[src/hw/rtl/gedd_pkg.sv]
// ----------------------------------------------------------------------------
// gedd_pkg: shared types and constants of the gray error-diffusion ditherer
// Register map codes, pixel and config structs, back-end sequencer states.
// ----------------------------------------------------------------------------
package gedd_pkg;

  // default row store depth (pixels per row)
  localparam int MAX_WIDTH_DEF = 1024;

  // entries in the queue between front and back end
  localparam int FRONT_DEPTH = 4;

  // width of one stored error value
  localparam int ERR_W = 13;

  // luminance weights, Q0.16, sum to 65536
  localparam logic [13:0] LUM_KR = 14'd13933;
  localparam logic [15:0] LUM_KG = 16'd46871;
  localparam logic [12:0] LUM_KB = 13'd4732;

  // ceil(2^32 / 255): x * RECIP_255 >> 32 == x / 255 for x < 2^24
  localparam logic [24:0] RECIP_255 = 25'h1010102;

  // register indexes, byte address 4*index
  typedef enum logic [1:0] {
    REG_IMAGE_WIDTH    = 2'd0,
    REG_LEVEL_COUNT    = 2'd1,
    REG_ERROR_GAIN     = 2'd2,
    REG_ALPHA_TO_BLACK = 2'd3
  } reg_idx_t;

  // one classified input pixel
  typedef struct packed {
    logic       sof;
    logic [7:0] red;
    logic [7:0] green;
    logic [7:0] blue;
    logic [7:0] alpha;
    logic       transparent;
  } pix_t;

  // configuration seen by the back end
  typedef struct packed {
    logic [10:0] image_width;
    logic [7:0]  levels;       // level count, already raised to at least 2
    logic [7:0]  error_gain;
    logic        alpha_to_black;
    logic [7:0]  level_step;
    logic        step_busy;    // level_step divider still running
  } cfg_t;

  // back-end sequencer states
  typedef enum logic [3:0] {
    ST_IDLE,
    ST_ADD,
    ST_PROD,
    ST_SUM,
    ST_DIV,
    ST_LVL,
    ST_GRAY,
    ST_Q,
    ST_FIN,
    ST_LAST
  } back_state_t;

endpackage

[src/hw/rtl/gedd_front.sv]
// ----------------------------------------------------------------------------
// gedd_front: pixel intake
// Accepts pixel requests, marks transparent pixels and queues them for
// the back end in a short register queue.
// ----------------------------------------------------------------------------
module gedd_front (
  input  logic          clk,
  input  logic          rst_n,
  input  logic          push,
  output logic          full,
  input  logic          in_start_of_frame,
  input  logic [7:0]    in_red,
  input  logic [7:0]    in_green,
  input  logic [7:0]    in_blue,
  input  logic [7:0]    in_alpha,
  output gedd_pkg::pix_t head,
  output logic          head_valid,
  input  logic          head_take
);
  import gedd_pkg::*;

  localparam int PW = (FRONT_DEPTH > 1) ? $clog2(FRONT_DEPTH) : 1;

  pix_t            mem_r [FRONT_DEPTH];
  logic [PW-1:0]   wr_ptr_r;
  logic [PW-1:0]   rd_ptr_r;
  logic [PW:0]     count_r;
  logic            wr_en;
  logic            rd_en;
  pix_t            pix_nxt;

  assign full       = count_r == (PW+1)'(FRONT_DEPTH);
  assign head_valid = count_r != '0;
  assign wr_en      = push & ~full;
  assign rd_en      = head_take & head_valid;
  assign head       = mem_r[rd_ptr_r];

  // classify the incoming pixel
  always_comb begin
    pix_nxt.sof         = in_start_of_frame;
    pix_nxt.red         = in_red;
    pix_nxt.green       = in_green;
    pix_nxt.blue        = in_blue;
    pix_nxt.alpha       = in_alpha;
    pix_nxt.transparent = in_alpha == 8'd0;
  end

  // queue storage
  always_ff @(posedge clk) begin
    if (wr_en) begin
      mem_r[wr_ptr_r] <= pix_nxt;
    end
  end

  // queue pointers
  always_ff @(posedge clk) begin
    if (!rst_n) begin
      wr_ptr_r <= '0;
      rd_ptr_r <= '0;
      count_r  <= '0;
    end else begin
      if (wr_en) begin
        wr_ptr_r <= (wr_ptr_r == PW'(FRONT_DEPTH - 1)) ? '0 : wr_ptr_r + PW'(1);
      end
      if (rd_en) begin
        rd_ptr_r <= (rd_ptr_r == PW'(FRONT_DEPTH - 1)) ? '0 : rd_ptr_r + PW'(1);
      end
      if (wr_en && !rd_en) begin
        count_r <= count_r + (PW+1)'(1);
      end else if (rd_en && !wr_en) begin
        count_r <= count_r - (PW+1)'(1);
      end
    end
  end

endmodule

[config.mk]
export PLATFORM = sky130hd
export DESIGN_NAME = gedd_front
export DESIGN_NICKNAME = d
export VERILOG_FILES = /design/src/hw/rtl/gedd_pkg.sv /design/src/hw/rtl/gedd_front.sv
export SDC_FILE = /design/constraint.sdc
export NUM_CORES = 1
export LEC_CHECK = 0
export BUFFER_PORTS_ARGS = -buffer_cell sky130_fd_sc_hd__buf_2
export CORE_MARGIN = 2
export CORE_UTILIZATION = 40
export DETAILED_ROUTE_END_ITERATION = 16
export GPL_TIMING_DRIVEN = 1
export MAX_ROUTING_LAYER = met4
export PLACE_DENSITY = 0.61
export SETUP_SLACK_MARGIN = 0.5
export SLEW_MARGIN = 20
export SYNTH_ARGS = -nofsm -noshare
export SYNTH_HDL_FRONTEND = slang
export SYNTH_SLANG_ARGS = --single-unit
[constraint.sdc]
create_clock -name clk -period 5.09 [get_ports clk]
set_input_delay 1.018 -clock clk [delete_from_list [all_inputs] [get_ports clk]]
set_output_delay 1.018 -clock clk [all_outputs]
set_load 0.02 [all_outputs]
### Yosys cells after proc, flatten, opt, wreduce, memory -nomap -nowiden

Memory sizes are Yosys's and may differ from the RTL's. A register that Yosys moved wholly into a read port is not among the register bits.
Index checks and enable logic that the tools add are counted.

* shift-type cells: 0
* bitwise operators: 3
* order comparisons: 0
* div/mod/pow operators: 0
* $add $sub $neg: 4
* reduce and logical (&&, ||, !) cells: 7
* mux-type cells: 8
* multipliers: 0
* equal/unequal tests: 3

Operators by type and width (count)
* $logic_not 8->1: 1
* $mux 2: 4
* $mux 3: 2
* $add 2x1->2 const B: 2
* $eq 2x2->1 const B: 2
* $add 3x1->3 const B: 1
* $eq 3x3->1 const B: 1
* $reduce_bool 3->1: 1
* $sub 3x1->3 const B: 1
* $and 1x1->1: 2
* $logic_and 1x1->1: 2
* $logic_not 1->1: 2
* $mux 1: 2
* $reduce_bool 2->1: 1
* $not 1->1: 1

* word-level logic and storage cells: 29
* memory bits (read-only): 0
* RAM bits: 136
* bits in latches: 0
* memories kept: 1
* bits in registers: 7
* input port bits: 37

Memories
* mem_r: depth 4, width 34, rd ports 1, clocked after memory_dff 1, wr ports 1, RTL line gedd_front.sv:24 `pix_t mem_r [FRONT_DEPTH];`

### Logic depth before layout (Yosys ltp)

Gate-level depths: netlist of run 1.

* depth after elaboration: 7
* depth in mapped cells: 9
* gate-level depth less buffers: 8

### Worst setup path before layout of run 1

OpenSTA, ideal clock, no wires.

* path type: input-to-reg
* from: input push
* to: register count_r[2]
* path buffers: 1
* data arrival time: 2.461 ns
* stages: 8
* library setup time: 0.076 ns
* setup slack: 2.553 ns
* cell sequence: nor2b_1 buf_2 ha_1 inv_1 fa_1 xor2_1 or3_1 a21boi_0

* longest elaborated chain between the ends: 4
* elaborated cells on any way between the ends: 6
* classes of those cells: mux: 1; bitwise: 1; reduce/logical: 4

RTL lines
* start, declared: RTL line gedd_front.sv:9 `input logic push,`
* $and 1x1->1 (*): RTL line gedd_front.sv:34 `assign wr_en = push & ~full;`
* via wr_en: RTL line gedd_front.sv:28 `logic wr_en;`
* $logic_not 1->1: RTL line gedd_front.sv:70 `end else if (rd_en && !wr_en) begin`
* $logic_and 1x1->1: RTL line gedd_front.sv:70
* $reduce_bool 2->1 (no source line)
* end signal, assigned: RTL line gedd_front.sv:69 `count_r <= count_r + (PW+1)'(1);`
* end signal, assigned: RTL line gedd_front.sv:71 `count_r <= count_r - (PW+1)'(1);`
* end, declared: RTL line gedd_front.sv:27 `logic [PW:0] count_r;`

Mark *: on every way through the listed nets, which the timed path passes. The rest lies on a longest branch.
A chain may end at the register's enable or synchronous reset.

==> flow_summary.toml, run 1 <==
[status]
outcome = "finished, final reports clean"

[flow_run]
drv_cap = 0

[yosys]
synthDistinctLibCells = 25
synth.largest_area_cell = "edfxtp_1"
syn-num-nets = 276
synthesis.area_per_instance_sq_um = 23.51
ys_seq_area_share_pct = 78.17
synth-warning-count = 0
synthesized_flop_and_latch_total = 145
synth.cell_area_sq_um = 5455
synth_edf_count = 136
post-synth-top-area-fraction_pct = 74.86
yosys-top-cells-area = "edfxtp_1, mux4_2, dfxtp_1, mux4_1, ha_1"
synth-main-ff-cell = "edfxtp_1"
top_cells_by_count_synth = "edfxtp_1, mux4_2, dfxtp_1"
async_reset_ff_share_pct = 0
most_frequent_cell_after_synthesis = "edfxtp_1"
post_synth_inst_count = 232

[critical_path]
crit_path_max_fanout = 21
crit_end_category = "output pin"
timing.critical_path.arrival_ps = 2390
reg2regPathDepth = 7
path_class = "reg -> out"
cp.required_ps = 4070
timing.critical_path.from_type = "flip-flop"

[cts]
clock_path_buffers = 2
post_cts_resized = 0
ctsHtreeMaxLevel = 4
clock_insertion_delay_worst_skew_ps = 410
postCtsSetupBuffers = 0
clk_pin_slew_worst_paths_ps = 60
number_of_buffers_created_by_cts = 17
clkSinkCount = 145
ctsHoldBuffers = 0
cts-root-buf = "clkbuf_16"
tritoncts = "yes"

[cells_and_area]
layout-drive-gt1-share_pct = 41.98
num_antenna_cells = 0
finalNetCount = 358
area_growth_syn_to_fin_pct = 18.39

[drt]
drtIter0Drc = 235
detailroute.via_count = 2493
drc_errors = 0
routed_wire_length_microns = 9306
post_drt_wl_per_cell_microns = 18.61
ant_nets = 0
dr.pass1.iters = 4
via_per_inst = 4.986

[pwr]
cellPowerDensity_nw_per_um2 = 522.1
p_leak_nw = 2.212
total_power_w = 0.003372
vdd.ir_drop.worst_v = 0.0002637

[timing]
grt_setup_unrepaired = "false"
setup_viol = 0
hold_ws_ps = 503.4
fmax_mhz = 293.8
max-slew-margin-rel_pct = 36.12
report.final.slew_viol_count = 0
tightest_slew_ps = 958.2
timing_hold_violations_final = 0
finalCritPeriodShare_pct = 66.86
finalSetupTns_ps = 0
finClkSkew_ps = 4.944
period_needed_ps = 3403

[floorplan]
die_area_sq_um = 14590
core_sq_um = 13300
start_util_pct = 41.03
placementRows = 42
io_pins = 73
die_height_microns = 120.8
die_w_microns = 120.8

[global_route]
vias_in_the_first_global_route = 2640
globalRouteTotalUtil_pct = 14.40
grt_total_ovfl = 0
first_pass_grt_wire_length_microns = 14620
grt_start_max_net_pins = 35
antenna_found_initial = 0

[placed_design]
hpwlAfterDp_microns = 5510
number_of_i_o_port_buffers = 72
final_gp_congestion = 0.6922

[hold_path]
worstHoldPathCells = 2
min_path_type = "reg -> reg"
## critical path: stages (launching register included)
cell     delay, ps
dfxtp_2        820
buf_4          420
mux4_2         550
buf_2          180
## layer usage
| metal | track usage (%) | part of all wire, % | vias to the layer above | wire length [microns] |
|---|---|---|---|---|
| li1 | - | - | 1130 | - |
| met1 | 18.26 | 45 | 1279 | 4170 |
| met2 | 21.22 | 48 | 74 | 4459 |
| met3 | 5.613 | 6.0 | 10 | 558 |
| met4 | 5.233 | 1.3 | 0 | 118 |
| met5 | - | 0 | - | 0 |
## placed cells by master, fill, tap and decap left out, types with 2 or more instances in the layout
master and n:
and2_2 4, buf_2 72, clkbuf_1 3, clkbuf_16 17, clkinv_2 8, dfxtp_1 7
dfxtp_2 2, edfxtp_1 136, ha_1 6, inv_1 3, mux2i_1 3, mux4_1 4
mux4_2 30, nand2_1 6, nand3_1 2, nor2_1 3, nor2b_1 2, o21ai_0 3
or3_1 2, or4_1 2
## worst paths after layout
kind	slack (ps)	from	end
min	500	wr_ptr_r[1]	wr_ptr_r[1]
max	1690	flip-flop	head[16]
min reg2reg	500	wr_ptr_r[1]	wr_ptr_r[1]
max reg2reg	2610	count_r[0]	count_r[2]
## report_power, final
part | internal (W) | switching [W] | total [W]
clock network | 0.000654 | 0.000430 | 0.00108
logic | 0.000328 | 0.000404 | 0.000732
registers | 0.00146 | 0.0000984 | 0.00156
## per-stage QoR
| stage | worst slack, ps | cells | area, sq um | util (%) |
|---|---|---|---|---|
| floorplan | 2553 | 232 | 5455 | - |
| global placement | 2052 | 471 | 5952 | 44.77 |
| detailed placement | 2032 | 471 | 5952 | 44.77 |
| CTS | 1587 | 500 | 6459 | 48.58 |
| global route | 1479 | 500 | 6459 | 48.58 |
| finish | 1687 | 500 | 6459 | 48.58 |
## final cells by class
class / count / area [sq um]
Inverter: 3 / 11.26
Sequential cell: 145 / 4267
Tap cell: 176 / 220.2
Multi-Input combinational cell: 74 / 1086
Fill cell: 1105 / 6837
Clock inverter: 9 / 70.07
Clock buffer: 20 / 436.7
Timing Repair Buffer: 73 / 367.9
## state kept, by name, summed over array words and instances (netlist names), named ones only
name / flops
wr_ptr_r: 2
count_r: 3
mem_r: 136
rd_ptr_r: 2
## cells by family after synthesis
group           Yosys count  synth area share [%]
fa+ha+maj                 7                 1.743
buf+inv                  13                 2.018
mux                      37                 14.86
xor+xnor                  2                0.3212
flops                   145                 78.17
compound gates            5                0.5505
simple gates             23                 2.339
(Power assumes the default switching activity.)
==> run 2, diff against run 1 <==
--- a/config.mk
+++ b/config.mk
@@ -5,13 +5,14 @@
 export SDC_FILE = /design/constraint.sdc
 export NUM_CORES = 1
 export LEC_CHECK = 0
+export ABC_AREA = 1
 export BUFFER_PORTS_ARGS = -buffer_cell sky130_fd_sc_hd__buf_2
 export CORE_MARGIN = 2
 export CORE_UTILIZATION = 40
 export DETAILED_ROUTE_END_ITERATION = 16
 export GPL_TIMING_DRIVEN = 1
 export MAX_ROUTING_LAYER = met4
-export PLACE_DENSITY = 0.61
+export PLACE_DENSITY = 0.63
 export SETUP_SLACK_MARGIN = 0.5
 export SLEW_MARGIN = 20
 export SYNTH_ARGS = -nofsm -noshare
==> constraint.sdc (replaced) <==
create_clock -name clk -period 2.77 [get_ports clk]
set_input_delay 0.554 -clock clk [delete_from_list [all_inputs] [get_ports clk]]
set_output_delay 0.554 -clock clk [all_outputs]
set_load 0.02 [all_outputs]
==> run 2 against run 1 <==
Net effect: sequential share of layout area is 3.9 points lower; final cell count up 36%; core utilization is 0.47 points higher; routed wire length increased by 22%; first-iteration DRC count is 8.1% lower; synthesized cell count is 75% higher; flip-flop and latch count unchanged; largest power group unchanged; worst hold slack lost 160 ps; worst setup slack lost 1100 ps.
==> flow_summary.toml, run 2 <==
[status]
outcome = "finished, final reports clean"

[yosys]
synth-main-ff-cell = "edfxtp_1"
post_synth_inst_count = 407
synthesized_flop_and_latch_total = 145
synth.cell_area_sq_um = 5768
post-synth-top-area-fraction_pct = 70.80
syn-num-nets = 451
synth-warning-count = 0
async_reset_ff_share_pct = 0
ys_seq_area_share_pct = 73.93
synthesis.area_per_instance_sq_um = 14.17
top_cells_by_count_synth = "edfxtp_1, nor2_1, o21ai_0"
synth_edf_count = 136
yosys-top-cells-area = "edfxtp_1, o21ai_0, nor2_1, o22ai_2, dfxtp_1"
most_frequent_cell_after_synthesis = "edfxtp_1"
synth.largest_area_cell = "edfxtp_1"
synthDistinctLibCells = 23

[drt]
drc_errors = 0
dr.pass1.iters = 4
routed_wire_length_microns = 11390
post_drt_wl_per_cell_microns = 16.78
ant_nets = 0
drtIter0Drc = 216
via_per_inst = 5.074
detailroute.via_count = 3445

[timing]
finClkSkew_ps = 6.253
tightest_slew_ps = 570.2
period_needed_ps = 2215
hold_ws_ps = 347.1
fmax_mhz = 451.5
report.final.slew_viol_count = 0
setup_viol = 0
max-slew-margin-rel_pct = 61.99
timing_hold_violations_final = 0
finalSetupTns_ps = 0
finalCritPeriodShare_pct = 79.96
grt_setup_unrepaired = "true"

[hold_path]
worstHoldPathCells = 1
min_path_type = "in -> reg"
hold_start = "in_green[5]"
hold_end = "mem_r[1][22]"

[cells_and_area]
layout.cells.most_common_list = "edfxtp_1, buf_2, nor2_1, o21ai_0, o22ai_2"
fill_cell_instance_count_of_the_final_layout = 1236
final_common_cell = "edfxtp_1"
area_growth_syn_to_fin_pct = 18.96
finalNetCount = 530
layout-drive-gt1-share_pct = 31.66
largestRegisters = "mem_r (136), count_r (3)"
number_of_flip_flops_in_the_largest_register = 136
registers.top_by_ff_count = "mem_r"
multi_input_area_sq_um = 1300
num_antenna_cells = 0
final-seq-area_sq_um = 4268

[cts]
clk_pin_slew_worst_paths_ps = 60
tritoncts = "yes"
cts-root-buf = "clkbuf_16"
ctsHtreeMaxLevel = 4
ctsHoldBuffers = 0
postCtsSetupBuffers = 0
number_of_buffers_created_by_cts = 17
clock_path_buffers = 2
clock_insertion_delay_worst_skew_ps = 420
clkSinkCount = 145

[critical_path]
timing.critical_path.depth = 4
crit-reg2reg-capture = "count_r[2]"
crit_path_max_fanout = 18
cp_cell_sequence = "buf_6, o21ai_0, o22ai_1, buf_2"
path_class = "reg -> out"
r2r_setup_slack_ps = 910
crit_end_category = "output pin"
cp.required_ps = 2220
path_buf_inv = 2
worst_path_dominant_cell_family = "flip-flops"
cp_slowest_cell = "dfxtp_1"
worst_r2r_startpoint = "count_r[1]"
timing.critical_path.slowest_cell_delay_ps = 450
timing.critical_path.from_type = "flip-flop"
timing.critical_path.arrival_ps = 1660
reg2regPathDepth = 12

[floorplan]
core_sq_um = 13990
die_height_microns = 124.1
die_w_microns = 124.1
start_util_pct = 41.23
placementRows = 43
die_area_sq_um = 15400
io_pins = 73

[global_route]
globalRouteTotalUtil_pct = 16.31
first_pass_grt_wire_length_microns = 17680
vias_in_the_first_global_route = 3393
grt_start_max_net_pins = 69
grt_total_ovfl = 0
antenna_found_initial = 0

[pwr]
power.share.clock_pct = 29.0
internal_power_w = 0.004485
vdd.ir_drop.worst_v = 0.0005716
p_leak_nw = 2.459
cellPowerDensity_nw_per_um2 = 998.2
power.switching_fraction_pct = 34.51
pwr-share-comb_pct = 30.4
power.sequential.fraction_pct = 40.6
power.switching_w = 0.002364

[flow_run]
drv_cap = 0

[placed_design]
final_gp_congestion = 0.7070
number_of_i_o_port_buffers = 72
hpwlAfterDp_microns = 6590
## run 2: per-stage QoR
step	setup slack, ps	cell area [sq um]	std cells	util [%]	total power [W]
2_1_floorplan	209.5	5768	407	-	0.004289
3_3_place_gp	840.5	6285	647	44.93	0.004844
3_5_place_dp	810.4	6285	647	44.93	0.004885
4_1_cts	522.2	6845	679	48.94	0.006908
5_1_grt	486.1	6862	679	49.05	0.007235
6_report	555.2	6862	679	49.05	0.006849
## run 2: worst register-to-register path, cell delays in order (launching register included)
cell	delay (ps)
dfxtp_1	340
nor2_1	150
nand2_1	80
nand2_1	190
ha_1	220
inv_1	70
fa_1	380
inv_1	60
nand2_1	60
nand3_1	80
nand2_1	50
inv_1	40
nor2_1	30
## run 2: what timing repair did
action	4_1_cts	5_1_grt
gates resized for setup	10	4
endpoints found under the hold margin	0	0
pin swaps	0	0
endpoints found under the setup margin	34	5
## run 2: power groups by stage
stage | Clock (W) | Sequential [W] | Combinational (W)
floorplan | 0 | 0.00280 | 0.00149
global placement | 0 | 0.00280 | 0.00205
detailed placement | 0 | 0.00281 | 0.00208
CTS | 0.00202 | 0.00278 | 0.00211
global route | 0.00212 | 0.00281 | 0.00231
finish | 0.00199 | 0.00278 | 0.00208
## run 2: how the worst max path moves through the flow
stage	from	to	slack, ps
6_report	flip-flop	head[14]	560
5_1_grt	flip-flop	head[29]	490
4_1_cts	flip-flop	head[28]	520
3_5_place_dp	flip-flop	head[27]	810
3_3_place_gp	flip-flop	head[28]	840
2_1_floorplan	push	mem_r[0][0]	210
## run 2: layout make-up
class                      count  share of cell area, %
tap                          180                  3.282
clock buffer                  18                  6.255
clock inverter                14                  1.368
inverter                      18                  1.240
sequential                   145                  62.20
multi-input combinational    223                  18.95
timing repair buffer          81                  6.710
## run 2: logic make-up after synthesis
| kind of cell | count (synthesis) | share of synthesized area (%) |
|---|---|---|
| flip-flops | 145 | 73.93 |
| AND/OR/NAND/NOR | 110 | 8.156 |
| AO/OA/AOI/OAI | 106 | 12.10 |
| buffers and inverters | 39 | 4.165 |
| adder cells (fa/ha/maj) | 7 | 1.649 |
## run 2: metal layers
metal | up-vias | share of wire (%) | GRT usage (%)
met4 | 0 | 1.5 | 6.110
met1 | 1682 | 43 | 19.73
met3 | 18 | 6.6 | 4.808
met2 | 98 | 49 | 26.02
met5 | - | 0 | -
li1 | 1647 | - | -
