**src/hw/rtl/gedd_pkg.sv**
```systemverilog
// ----------------------------------------------------------------------------
// gedd_pkg: shared types and constants of the gray error-diffusion ditherer
// Register map codes, pixel and config structs, back-end sequencer states.
// ----------------------------------------------------------------------------
package gedd_pkg;

  // default row store depth (pixels per row)
  localparam int MAX_WIDTH_DEF = 1024;

  // entries in the queue between front and back end
  localparam int FRONT_DEPTH = 4;

  // width of one stored error value
  localparam int ERR_W = 13;

  // luminance weights, Q0.16, sum to 65536
  localparam logic [13:0] LUM_KR = 14'd13933;
  localparam logic [15:0] LUM_KG = 16'd46871;
  localparam logic [12:0] LUM_KB = 13'd4732;

  // ceil(2^32 / 255): x * RECIP_255 >> 32 == x / 255 for x < 2^24
  localparam logic [24:0] RECIP_255 = 25'h1010102;

  // register indexes, byte address 4*index
  typedef enum logic [1:0] {
    REG_IMAGE_WIDTH    = 2'd0,
    REG_LEVEL_COUNT    = 2'd1,
    REG_ERROR_GAIN     = 2'd2,
    REG_ALPHA_TO_BLACK = 2'd3
  } reg_idx_t;

  // one classified input pixel
  typedef struct packed {
    logic       sof;
    logic [7:0] red;
    logic [7:0] green;
    logic [7:0] blue;
    logic [7:0] alpha;
    logic       transparent;
  } pix_t;

  // configuration seen by the back end
  typedef struct packed {
    logic [10:0] image_width;
    logic [7:0]  levels;       // level count, already raised to at least 2
    logic [7:0]  error_gain;
    logic        alpha_to_black;
    logic [7:0]  level_step;
    logic        step_busy;    // level_step divider still running
  } cfg_t;

  // back-end sequencer states
  typedef enum logic [3:0] {
    ST_IDLE,
    ST_ADD,
    ST_PROD,
    ST_SUM,
    ST_DIV,
    ST_LVL,
    ST_GRAY,
    ST_Q,
    ST_FIN,
    ST_LAST
  } back_state_t;

endpackage

```
**src/hw/rtl/gedd_cfg.sv**
```systemverilog
// ----------------------------------------------------------------------------
// gedd_cfg: APB register file and level step divider
// Holds the four setup registers and derives level_step = 255 / (N-1)
// with a bit-serial divider, one quotient bit per cycle while no register is written.
// ----------------------------------------------------------------------------
module gedd_cfg (
  input  logic                 clk,
  input  logic                 rst_n,
  input  logic                 psel,
  input  logic                 penable,
  input  logic                 pwrite,
  input  logic [3:0]           paddr,
  input  logic [31:0]          pwdata,
  output logic [31:0]          prdata,
  output logic                 pready,
  output gedd_pkg::cfg_t       cfg
);
  import gedd_pkg::*;

  logic [10:0] image_width_r;
  logic [7:0]  level_count_r;
  logic [7:0]  error_gain_r;
  logic        alpha_to_black_r;

  // divider state
  logic        busy_r;
  logic [2:0]  cnt_r;
  logic [7:0]  rem_r;
  logic [7:0]  quo_r;
  logic [7:0]  dv_r;

  logic        wr_req;
  reg_idx_t    idx;
  logic [7:0]  lc_eff_nxt;
  logic [8:0]  shifted;
  logic        fits;
  logic [7:0]  rem_nxt;

  assign pready = 1'b1;
  assign wr_req = psel & penable & pwrite;
  assign idx    = reg_idx_t'(paddr[3:2]);

  // level count below 2 acts as 2
  assign lc_eff_nxt = (pwdata[7:0] < 8'd2) ? 8'd2 : pwdata[7:0];

  // restoring division step; the dividend 255 feeds in all ones
  assign shifted = {rem_r, 1'b1};
  assign fits    = shifted >= {1'b0, dv_r};
  assign rem_nxt = fits ? 8'(shifted - {1'b0, dv_r}) : shifted[7:0];

  // register writes and divider sequencing
  always_ff @(posedge clk) begin
    if (!rst_n) begin
      image_width_r    <= 11'd1024;
      level_count_r    <= 8'd2;
      error_gain_r     <= 8'd64;
      alpha_to_black_r <= 1'b0;
      busy_r           <= 1'b0;
      cnt_r            <= 3'd0;
      rem_r            <= 8'd0;
      quo_r            <= 8'd255;
      dv_r             <= 8'd1;
    end else begin
      if (wr_req) begin
        unique case (idx)
          REG_IMAGE_WIDTH:    image_width_r    <= pwdata[10:0];
          REG_LEVEL_COUNT: begin
            level_count_r <= pwdata[7:0];
            dv_r          <= lc_eff_nxt - 8'd1;
            busy_r        <= 1'b1;
            cnt_r         <= 3'd0;
            rem_r         <= 8'd0;
            quo_r         <= 8'd0;
          end
          REG_ERROR_GAIN:     error_gain_r     <= pwdata[7:0];
          REG_ALPHA_TO_BLACK: alpha_to_black_r <= pwdata[0];
        endcase
      end else if (busy_r) begin
        rem_r <= rem_nxt;
        quo_r <= {quo_r[6:0], fits};
        cnt_r <= cnt_r + 3'd1;
        if (cnt_r == 3'd7) begin
          busy_r <= 1'b0;
        end
      end
    end
  end

  // read-back
  always_comb begin
    unique case (idx)
      REG_IMAGE_WIDTH:    prdata = {21'd0, image_width_r};
      REG_LEVEL_COUNT:    prdata = {24'd0, level_count_r};
      REG_ERROR_GAIN:     prdata = {24'd0, error_gain_r};
      REG_ALPHA_TO_BLACK: prdata = {31'd0, alpha_to_black_r};
    endcase
  end

  assign cfg.image_width    = image_width_r;
  assign cfg.levels         = (level_count_r < 8'd2) ? 8'd2 : level_count_r;
  assign cfg.error_gain     = error_gain_r;
  assign cfg.alpha_to_black = alpha_to_black_r;
  assign cfg.level_step     = quo_r;
  assign cfg.step_busy      = busy_r;

endmodule

```
**config.mk**
```make
export PLATFORM = sky130hd
export DESIGN_NAME = gedd_cfg
export DESIGN_NICKNAME = d
export VERILOG_FILES = /design/src/hw/rtl/gedd_pkg.sv /design/src/hw/rtl/gedd_cfg.sv
export SDC_FILE = /design/constraint.sdc
export NUM_CORES = 1
export LEC_CHECK = 0
export BUFFER_PORTS_ARGS = -buffer_cell sky130_fd_sc_hd__buf_2
export CAP_MARGIN = 20
export CELL_PAD_IN_SITES_DETAIL_PLACEMENT = 1
export CELL_PAD_IN_SITES_GLOBAL_PLACEMENT = 2
export CORE_AREA = 2 2 95 120
export CTS_CLUSTER_DIAMETER = 120
export DETAILED_ROUTE_END_ITERATION = 8
export DIE_AREA = 0 0 97 122
export GPL_TIMING_DRIVEN = 0
export PLACE_DENSITY_LB_ADDON = 0.1
export SLEW_MARGIN = 20
export SYNTH_ARGS = -nofsm -noshare
export SYNTH_HDL_FRONTEND = slang
export SYNTH_SLANG_ARGS = --single-unit
```
**constraint.sdc**
```tcl
create_clock -name clk -period 3.2 [get_ports clk]
set_input_delay 0.16 -clock clk [delete_from_list [all_inputs] [get_ports clk]]
set_output_delay 0.16 -clock clk [all_outputs]
set_load 0.05 [all_outputs]
```
Word level (Yosys, flattened, before mapping) --
Cells that the tools add are included.
Operators by class: muxes and demuxes 16, add/subtract/negate cells 3, shift-type cells 0, magnitude comparators 3, div/mod/pow operators 0, reductions and logical operators 7, multiply operators 0, bitwise operators 2, eq/ne operators 5
Operator list (count):
- $pmux 32 s4 | 1
- $mux 8 | 8
- $lt 8x2->1 const B | 2
- $reduce_and 2->1 | 5
- $ge 9x8->1 | 1
- $mux 3 | 3
- $sub 8x1->8 const B | 1
- $sub 8x8->8 | 1
- $eq 2x2->1 const B | 2
- $mux 1 | 4
- $add 3x1->3 const B | 1
- $eq 3x3->1 const B | 1
- $and 1x1->1 | 2
- $eq 2x1->1 const B | 1
- $logic_not 2->1 | 1
- $ne 2x1->1 const B | 1
- $reduce_bool 2->1 | 1
Storage, ports and cells: memory bits (writable) 0, input port bits 41, bits in registers 56, memories 0, ROM bits 0, bits in latches 0, word-level logic and storage cells 45, output and inout port bits 70

Logic depth before layout (Yosys ltp) --
Gate-level depths: netlist (run 1).
depth in word-level cells 4, mapped depth 9, depth with buffers taken out 8

Worst setup path after synthesis (run 1) --
OpenSTA, ideal clock, no wires.
path type reg2out, start register image_width_r[1], end output prdata[1], stages on the path, launching flop included 3, required time 3.040 ns, arrival time 1.859 ns, setup slack 1.181 ns, path buffers 0, cell sequence dfxtp_1 -> mux2i_1 -> o21ai_0
On the way: word-level cells in the longest chain between the ends 1
RTL lines:
- from (decl) | RTL line gedd_cfg.sv:20 | logic [10:0] image_width_r;
- from (signal assigned) | RTL line gedd_cfg.sv:66 | REG_IMAGE_WIDTH: image_width_r <= pwdata[10:0];
- $pmux 32 s4 | RTL line gedd_cfg.sv:91 | unique case (idx)
- to (decl) | RTL line gedd_cfg.sv:14 | output logic [31:0] prdata,
Every way passes these cells. The select of a mux whose other input is x is not followed.

Worst setup path in the final report (run 1) --
start register rem_r[0], end register rem_r[2]
On the way: word-level cells in the longest chain between the ends 4, elaborated cells between the ends (all ways) 5, classes of those cells add/sub: 1; order compare: 1; mux: 3
RTL lines:
- from (decl) | RTL line gedd_cfg.sv:28 | logic [7:0] rem_r;
- from (signal assigned) | RTL line gedd_cfg.sv:79 | rem_r <= rem_nxt;
- $sub 8x8->8 / $ge 9x8->1 (equally long branches) | RTL line gedd_cfg.sv:49, gedd_cfg.sv:48
- $mux 8 * | RTL line gedd_cfg.sv:49 | assign rem_nxt = fits ? 8'(shifted - {1'b0, dv_r}) : shifted[7:0];
- $mux 8 * | RTL line gedd_cfg.sv:78 | end else if (busy_r) begin
- $mux 8 * | RTL line gedd_cfg.sv:64 | if (wr_req) begin
Mark *: on every way between the ends. The rest lies on a longest branch, timed or not. The select of a mux whose other input is x is not followed. A chain may end at the register's enable or synchronous reset.

==> results.toml, run 1 <==
[synth]
synth_top_family_by_area = "simple AND/OR/NAND/NOR gates"
synth_top_cell_area_share = 0.365
synthAdderAreaFrac = 0.0473
synth-xor-area-share = 0.0171
ys_types = 48
synth_area_leader_cell = "dfxtp_1"
synth-main-ff-cell = "dfxtp_1"
synth_cells = 398
synth_top_cells_by_area = "dfxtp_1, nand2_1, buf_4, a21oi_1, nand3_1"
async_flop_share = 0
synth-seq-area-share = 0.365
syn_area_sq_um = 3070
synth.mux.area_fraction = 0.0334
yosys.area_share.simple = 0.253
synth_compound_area_frac = 0.165
synth_edf_count = 0
ys_warn_count = 0
post_synth.cell_area_avg_sq_um = 7.71
synth-seq-cells = 56

[sta]
fin_worst_skew_ps = 5.15
hold_viol = 0
slew_headroom = 0.555
tightest_slew_ps = 667
slew_viol_final = 0
finalSetupViolCount = 0
fmax_mhz = 448
fin_crit_ps = 2230
holdWs_ps = 70.4
rsz0062_at_grt = "false"
finalSetupTns_ps = 0
finalCritPeriodShare = 0.698

[worst_setup_path]
critPathRequiredTime_ps = 3390
crit_type = "reg -> reg"
critPathMaxStageDelay_ps = 410
slowest_stage = "fa_1"
critPathLaunch = "rem_r[0]"
crit_family = "compound AO/OA/AOI/OAI gates"
crit_chain = "inv_1 > ha_1 > fa_1 > nor2b_1 > o22a_1 > o21a_1 > buf_6 > nor3_1 > o32ai_1"
path_max_fanout = 10
r2r-start = "rem_r[0]"
crit_buf_inv = 2
crit_cells = 9
rr_worst_depth = 9
critPathLaunchType = "flop"
cp.arrival_ps = 2430
worstSetupEndpointType = "flop"

[min_path]
hold_path_depth = 3
hold_path_class = "in -> reg"
min_from = "pwdata[10]"

[flow_run]
cap_viol_max_count = 0

[floorplan]
initial_utilization = 0.284
rows = 43
die_h_microns = 122
pin_count = 111
core_sq_um = 10800
die_w_microns = 97
dieArea_sq_um = 11800

[power_and_ir_drop]
leakage_nw = 1.65
vdd_drop_max_mv = 0.196
power_density_nw_per_um2 = 434

[drt]
initialDrtViolationCount = 90
drc = 0
vias_per_cell = 4.79
antenna_left = 0
dr.pass1.iters = 4
wirelength_microns = 9540
wire_per_inst_microns = 15.3
vias = 2989

[cells_and_area]
fin_nets = 540
final_cell_mix = "nand2_1, buf_2, dfxtp_1"
fillers = 1378
final_util = 0.351
n_antenna_cell = 0
area_growth_pct = 23.7
drive_gt1_frac = 0.221
layout_commonest_cell = "nand2_1"

[placement]
portBuffers = 63
dp_hpwl_microns = 7230
place_congestion = 0.794

[global_routing]
first_global_vias = 2919
grt.total_usage = 0.161
grt_max_degree = 18
grt-ovfl-total = 0
grt_pass1_wl_microns = 15300
grt_antenna_before_repair = 0

[cts]
hold_buffers = 0
clk_pin_slew_worst_paths_ps = 80
post_cts_buffers = 0
cts_resized = 0
tritoncts = "built"
cts_root_buf = "clkbuf_16"
clk_latency_ps = 300
clkSinkCount = 56
clock_path_buffers = 2
cts-buffers-inserted = 5
cts.htree.levels = 2

[status]
status = "completed"
metrics by stage:
step	cells	total power [mW]	worst slack (ps)	instance area (sq um)
after floorplan	418	0.951	1180	3140
after global placement	616	1.02	972	3630
after detailed placement	616	1.02	962	3630
after CTS	624	1.66	920	3790
after global routing	624	1.72	822	3790
final	624	1.65	966	3790
cells in the mapped netlist (2+ instances only):
| library cell | number |
|---|---|
| o311ai_2 | 2 |
| o211ai_1 | 8 |
| nand2_1 | 87 |
| buf_4 | 24 |
| nand2b_1 | 5 |
| mux2i_1 | 8 |
| conb_1 | 2 |
| o221ai_1 | 2 |
| buf_2 | 6 |
| nor3b_1 | 3 |
| nor4_1 | 3 |
| xnor2_1 | 2 |
| nor3_1 | 4 |
| nor2_1 | 21 |
| inv_1 | 15 |
| nand3b_1 | 2 |
| clkbuf_1 | 18 |
| and3b_1 | 2 |
| buf_1 | 3 |
| xor2_1 | 4 |
| ha_1 | 10 |
| nor2b_1 | 3 |
| nand4_1 | 2 |
| o32ai_1 | 2 |
| and2_1 | 5 |
| o21a_1 | 4 |
| o21ai_0 | 11 |
| nand3_1 | 27 |
| o311ai_0 | 2 |
| dfxtp_1 | 56 |
| a21oi_1 | 34 |
| a211oi_1 | 5 |
cells by family after synthesis:
group / count (synthesis)
AND/OR/NAND/NOR: 170
AO/OA/AOI/OAI: 77
buffers and inverters: 67
flip-flops: 56
adder cells (fa/ha/maj): 11
multiplexers: 9
XOR/XNOR: 6
other: 2
registers in the layout, summed over array words and instances, names as in the netlist, 3 cells and up:
name / cells
cnt_r: 3
dv_r: 8
error_gain_r: 8
image_width_r: 11
level_count_r: 8
quo_r: 8
rem_r: 8
where the power goes:
part / switching, mW / leakage [nW] / internal, mW
Sequential: 0.00988 / 0.453 / 0.709
Combinational: 0.201 / 1.12 / 0.0799
Clock: 0.279 / 0.0798 / 0.369
area by class of cell:
cell class | count | area [sq um] | share of cell area
multi-input combinational | 295 | 1670 | 0.439
sequential | 56 | 1120 | 0.295
timing repair buffer | 63 | 315 | 0.0831
buffer | 52 | 300 | 0.0791
tap | 135 | 169 | 0.0445
clock buffer | 5 | 125 | 0.0330
inverter | 15 | 56.3 | 0.0148
clock inverter | 3 | 42.5 | 0.0112
layer usage:
metal  global-route usage  share of wire  vias up
met1                0.199           0.46     1440
met5                    0              0        -
met4               0.0431          0.013        0
li1                     -              -     1485
met3               0.0241          0.029        9
met2                0.291           0.50       55
final timing paths:
| check | to | slack (ps) |
|---|---|---|
| setup / recovery | rem_r[2] | 970 |
| hold / removal | image_width_r[10] | 70 |
| setup reg to reg | rem_r[2] | 970 |
| hold reg to reg | cnt_r[1] | 470 |
tightest hold or removal path, cell delays in order:
cell	delay, ps
buf_2	80
nand2_1	40
nand3_1	60
Note: power is estimated with default switching activity, not from simulation.
==> run 2: changes to the inputs <==
--- a/config.mk
+++ b/config.mk
@@ -9,10 +9,10 @@
 export CAP_MARGIN = 20
 export CELL_PAD_IN_SITES_DETAIL_PLACEMENT = 1
 export CELL_PAD_IN_SITES_GLOBAL_PLACEMENT = 2
-export CORE_AREA = 2 2 95 120
+export CORE_AREA = 2 2 99 125
 export CTS_CLUSTER_DIAMETER = 120
 export DETAILED_ROUTE_END_ITERATION = 8
-export DIE_AREA = 0 0 97 122
+export DIE_AREA = 0 0 101 127
 export GPL_TIMING_DRIVEN = 0
 export PLACE_DENSITY_LB_ADDON = 0.1
 export SLEW_MARGIN = 20
==> constraint.sdc (replaced) <==
create_clock -name clk -period 2.2 [get_ports clk]
set_input_delay 0.11 -clock clk [delete_from_list [all_inputs] [get_ports clk]]
set_output_delay 0.11 -clock clk [all_outputs]
set_load 0.05 [all_outputs]
==> results.toml, run 2 (synthesis results as in run 1) <==
[worst_setup_path]
cp.arrival_ps = 2210
critPathLaunchType = "flop"
critPathRequiredTime_ps = 2420
r2r-start = "rem_r[0]"
crit_buf_inv = 2
rr_worst_depth = 9
crit_cells = 9
crit_type = "reg -> reg"
crit_family = "adder cells"
worstSetupEndpointType = "flop"
slowest_stage = "fa_2"
critPathMaxStageDelay_ps = 370
critPathLaunch = "rem_r[0]"
crit_chain = "inv_1 > ha_1 > fa_2 > nor2b_2 > o22a_1 > o21a_1 > buf_6 > nor3_1 > o32ai_1"
path_max_fanout = 10

[sta]
setup_ws_ps = 211
slew_viol_final = 0
slew_headroom = 0.548
finalSetupTns_ps = 0
fin_worst_skew_ps = 12.2
rsz0062_at_grt = "false"
fmax_mhz = 503
tightest_slew_ps = 678
hold_viol = 0
finalCritPeriodShare = 0.904
finalSetupViolCount = 0
fin_crit_ps = 1990

[min_path]
min_from = "pwdata[10]"
hold_path_depth = 3
hold_path_class = "in -> reg"

[power_and_ir_drop]
power_density_nw_per_um2 = 600
vdd_drop_max_mv = 0.277
leakage_nw = 1.66
p_total_mw = 2.28

[cells_and_area]
drive_gt1_frac = 0.231
largest_register_ffs = 11
n_antenna_cell = 0
final_cell_mix = "nand2_1, buf_2, dfxtp_1"
fillers = 1465
fin_nets = 541
area_growth_pct = 23.8
regMostFlops = "image_width_r"
layout_commonest_cell = "nand2_1"
layout.cells.non_filler = 628

[cts]
clock_path_buffers = 2
hold_buffers = 0
clk_pin_slew_worst_paths_ps = 80
clkSinkCount = 56
tritoncts = "built"
clk_latency_ps = 300
cts-buffers-inserted = 5
cts_root_buf = "clkbuf_16"
cts.htree.levels = 2

[floorplan]
die_w_microns = 101
dieArea_sq_um = 12800
initial_utilization = 0.265
die_h_microns = 127
rows = 44
pin_count = 111
core_sq_um = 11600

[drt]
drc = 0
dr.pass1.iters = 4
vias = 2951
wirelength_microns = 9710
initialDrtViolationCount = 90
antenna_left = 0
vias_per_cell = 4.70
wire_per_inst_microns = 15.5

[global_routing]
use_met1 = 0.199
grt_pass1_wl_microns = 15700
grt_busiest_layer = "met2"
grt-ovfl-total = 0
grtUsageMet3 = 0.0235
grt_max_degree = 18
grt.total_usage = 0.155
grt_antenna_before_repair = 0
use_met2 = 0.273
first_global_vias = 2965

[placement]
dp_hpwl_microns = 7400
place_ws_ps = 23.5
placed_cells = 619
place_congestion = 0.752
portBuffers = 63

[flow_run]
cap_viol_max_count = 0

[status]
status = "completed"
## run 2: timing repair
item,CTS,global route
resized for setup,0,5
setup buffers,0,1
setup endpoints to repair,0,7
## run 2: tightest hold or removal path: stages
cell     delay [ps]
buf_2            70
nand2_1          40
nand3_1          60
## run 2: final cells by class
cell class,instances,area (sq um),share of cell area
Buffer,52,300,0.0791
Clock inverter,3,18.8,0.00494
Multi-Input combinational cell,295,1680,0.443
Tap cell,138,173,0.0455
Sequential cell,56,1120,0.295
Timing Repair Buffer,64,323,0.0850
Inverter,15,56.3,0.0148
Clock buffer,5,125,0.0329
## run 2: worst paths after layout
check                                    endpoint  slack [ps]
worst max-delay path                     rem_r[2]         210
worst min-delay path            image_width_r[10]          20
worst max register to register           rem_r[2]         210
worst min register to register            dv_r[7]         450
## run 2: metrics by stage
stage / cell area (sq um) / utilization / hold slack, ps
detailed placement: 3630 / 0.314 / 327
finish: 3800 / 0.328 / 15.1
global placement: 3630 / 0.314 / 321
floorplan: 3140 / - / 234
global route: 3800 / 0.328 / 20.9
CTS: 3770 / 0.327 / 10.5
## run 2: layer usage
| layer | vias to the layer above | wire length [microns] |
|---|---|---|
| li1 | 1491 | - |
| met1 | 1393 | 4430 |
| met2 | 59 | 4880 |
| met3 | 8 | 292 |
| met4 | 0 | 106 |
| met5 | - | 0 |
## run 2: power by group
part | switching [mW] | internal, mW
registers | 0.0145 | 1.03
clock network | 0.398 | 0.422
logic | 0.293 | 0.119
==> run 3: changes to the inputs <==
--- a/config.mk
+++ b/config.mk
@@ -5,16 +5,17 @@
 export SDC_FILE = /design/constraint.sdc
 export NUM_CORES = 1
 export LEC_CHECK = 0
+export ABC_AREA = 1
 export BUFFER_PORTS_ARGS = -buffer_cell sky130_fd_sc_hd__buf_2
 export CAP_MARGIN = 20
 export CELL_PAD_IN_SITES_DETAIL_PLACEMENT = 1
 export CELL_PAD_IN_SITES_GLOBAL_PLACEMENT = 2
-export CORE_AREA = 2 2 99 125
+export CORE_AREA = 2 2 100 126
 export CTS_CLUSTER_DIAMETER = 120
 export DETAILED_ROUTE_END_ITERATION = 8
-export DIE_AREA = 0 0 101 127
+export DIE_AREA = 0 0 102 128
 export GPL_TIMING_DRIVEN = 0
-export PLACE_DENSITY_LB_ADDON = 0.1
+export PLACE_DENSITY = 0.89
 export SLEW_MARGIN = 20
 export SYNTH_ARGS = -nofsm -noshare
 export SYNTH_HDL_FRONTEND = slang
==> results.toml, run 3 <==
[placement]
dp_hpwl_microns = 7640
placed_area_sq_um = 3640
placed_cells = 679
portBuffers = 65
place_congestion = 0.819

[drt]
wirelength_microns = 9450
dr.pass1.iters = 4
vias_per_cell = 4.41
vias = 3032
antenna_left = 0
wire_per_inst_microns = 13.7
initialDrtViolationCount = 62
drc = 0

[power_and_ir_drop]
swShare = 0.312
leakage_nw = 1.86
p_total_mw = 2.29
sequentialPowerShare = 0.460
vdd_drop_max_mv = 0.367
p_int_mw = 1.57
power_density_nw_per_um2 = 605
p_clk_frac = 0.351
combPwrFrac = 0.190
switchingPower_mw = 0.712

[cts]
hold_buffers = 0
cts.htree.levels = 2
cts_root_buf = "clkbuf_16"
clk_latency_ps = 300
cts_resized = 0
clk_pin_slew_worst_paths_ps = 70
tritoncts = "built"
clock_path_buffers = 2
post_cts_buffers = 0
clkSinkCount = 56
cts-buffers-inserted = 5

[cells_and_area]
largest_register_ffs = 11
ff_latch_area_sq_um = 1120
fin_nets = 574
final_cell_mix = "nand2_1, buf_2, dfxtp_1"
post-route-cell-area_sq_um = 3780
multi_input_comb_area_sq_um = 1510
final_util = 0.317
layout.cells.non_filler = 687
n_antenna_cell = 0
area_growth_pct = 24.6
drive_gt1_frac = 0.233
fillers = 1583
regMostFlops = "image_width_r"
layout_commonest_cell = "nand2_1"

[worst_setup_path]
r2r_setup_slack_ps = 190
crit_cells = 11
critPathMaxStageDelay_ps = 410
cp_common_cell = "nand2_1"
critPathLaunchType = "flop"
crit_chain = "inv_1 > ha_1 > fa_1 > inv_1 > nand2_1 > nand2_1 > nand3_1 > nand3_2 > nand3_1 > nand2_1 > a21oi_1"
rr_worst_depth = 11
reg2reg_to = "rem_r[6]"
critPathRequiredTime_ps = 2360
worstSetupEndpointType = "flop"
path_max_fanout = 9
cp.arrival_ps = 2170
r2r-start = "rem_r[0]"
crit_type = "reg -> reg"
critPathLaunch = "rem_r[0]"
crit_family = "simple AND/OR/NAND/NOR gates"
crit_buf_inv = 2
slowest_stage = "fa_1"

[sta]
tightest_slew_ps = 594
fmax_mhz = 498
slew_viol_final = 0
finalSetupTns_ps = 0
finalSetupViolCount = 0
fin_crit_ps = 2010
finalCritPeriodShare = 0.912
hold_viol = 0
slew_headroom = 0.601
rsz0062_at_grt = "false"
fin_worst_skew_ps = 5.21

[synth]
synth-main-ff-cell = "dfxtp_1"
synth.most_common_cell = "nand2_1"
post_synth.cell_area_avg_sq_um = 7.05
ys_warn_count = 0
synth_top_cell_area_share = 0.370
async_flop_share = 0
synth_edf_count = 0
synth_cells = 430
synth_top_cells_by_area = "dfxtp_1, nand2_1, buf_4, a21oi_1, inv_1"
synth-seq-cells = 56
syn_area_sq_um = 3030
synth-seq-area-share = 0.370
ys_top_cells_by_count = "nand2_1, dfxtp_1, inv_1"
synth_area_leader_cell = "dfxtp_1"
ys_types = 32

[global_routing]
first_global_vias = 3083
grt_pass1_wl_microns = 15200
grt_antenna_before_repair = 0
grt-ovfl-total = 0
grt.total_usage = 0.147
grt_max_degree = 17

[min_path]
hold_path_class = "in -> reg"
hold_path_depth = 3
min_from = "pwdata[10]"
hold_end = "image_width_r[10]"

[flow_run]
cap_viol_max_count = 0

[floorplan]
die_h_microns = 128
die_w_microns = 102
dieArea_sq_um = 13100
pin_count = 111
rows = 45
core_sq_um = 11900
initial_utilization = 0.254

[status]
status = "completed"
[run 3: cell types whose count changed after synthesis, moves of 6 or more]
cell	previous run	this run
mux2i_1	8	0
o21ai_0	11	28
inv_2	0	6
nand3_1	27	33
clkbuf_1	18	11
inv_1	15	46
nand2_1	87	101
[run 3: through the flow]
| step | worst slack (ps) | hold slack [ps] |
|---|---|---|
| 4_1_cts | 156 | 42.4 |
| 2_1_floorplan | 504 | 240 |
| 6_report | 193 | 44.1 |
| 3_3_place_gp | 296 | 337 |
| 3_5_place_dp | 188 | 354 |
| 5_1_grt | 51.3 | 59.0 |
[run 3: worst max-delay path by stage]
stage                     to  slack, ps
global route        rem_r[6]         50
floorplan           rem_r[6]        500
finish              rem_r[6]        190
detailed placement  rem_r[6]        190
CTS                 rem_r[6]        160
global placement    rem_r[7]        300
[run 3: power by group through the flow]
stage / Sequential, mW / Combinational, mW / Clock (mW)
after floorplan: 1.12 / 0.286 / 0
after global placement: 1.07 / 0.427 / 0
after detailed placement: 1.07 / 0.434 / 0
after CTS: 1.05 / 0.436 / 0.826
after global routing: 1.05 / 0.469 / 0.854
final: 1.05 / 0.433 / 0.802
[run 3: layout make-up]
| class | count | share of cell area |
|---|---|---|
| multi-input cells | 298 | 0.400 |
| repair buffers | 65 | 0.0861 |
| inverters | 54 | 0.0536 |
| well taps | 164 | 0.0543 |
| clock inverters | 1 | 0.00232 |
| clock buffers | 7 | 0.0351 |
| flip-flops and latches | 56 | 0.297 |
| plain buffers | 42 | 0.0725 |
[run 3: layer usage]
metal  global-route usage  vias to the layer above  share of wire
li1                     -                     1517              -
met4               0.0471                        0          0.019
met1                0.159                     1439           0.40
met5                    0                        -              0
met2                0.281                       64           0.55
met3               0.0262                       12          0.035
[run 3: worst min-delay path, cell delays in order]
cell      delay, ps
buf_2            80
nand2_1          40
o211ai_1         70
[run 3: cells by family after synthesis]
| family | synth area share |
|---|---|
| xor+xnor | 0.0144 |
| other cells | 0.00248 |
| flops | 0.370 |
| simple gates | 0.256 |
| buf+inv | 0.157 |
| fa+ha+maj | 0.0479 |
| compound gates | 0.153 |
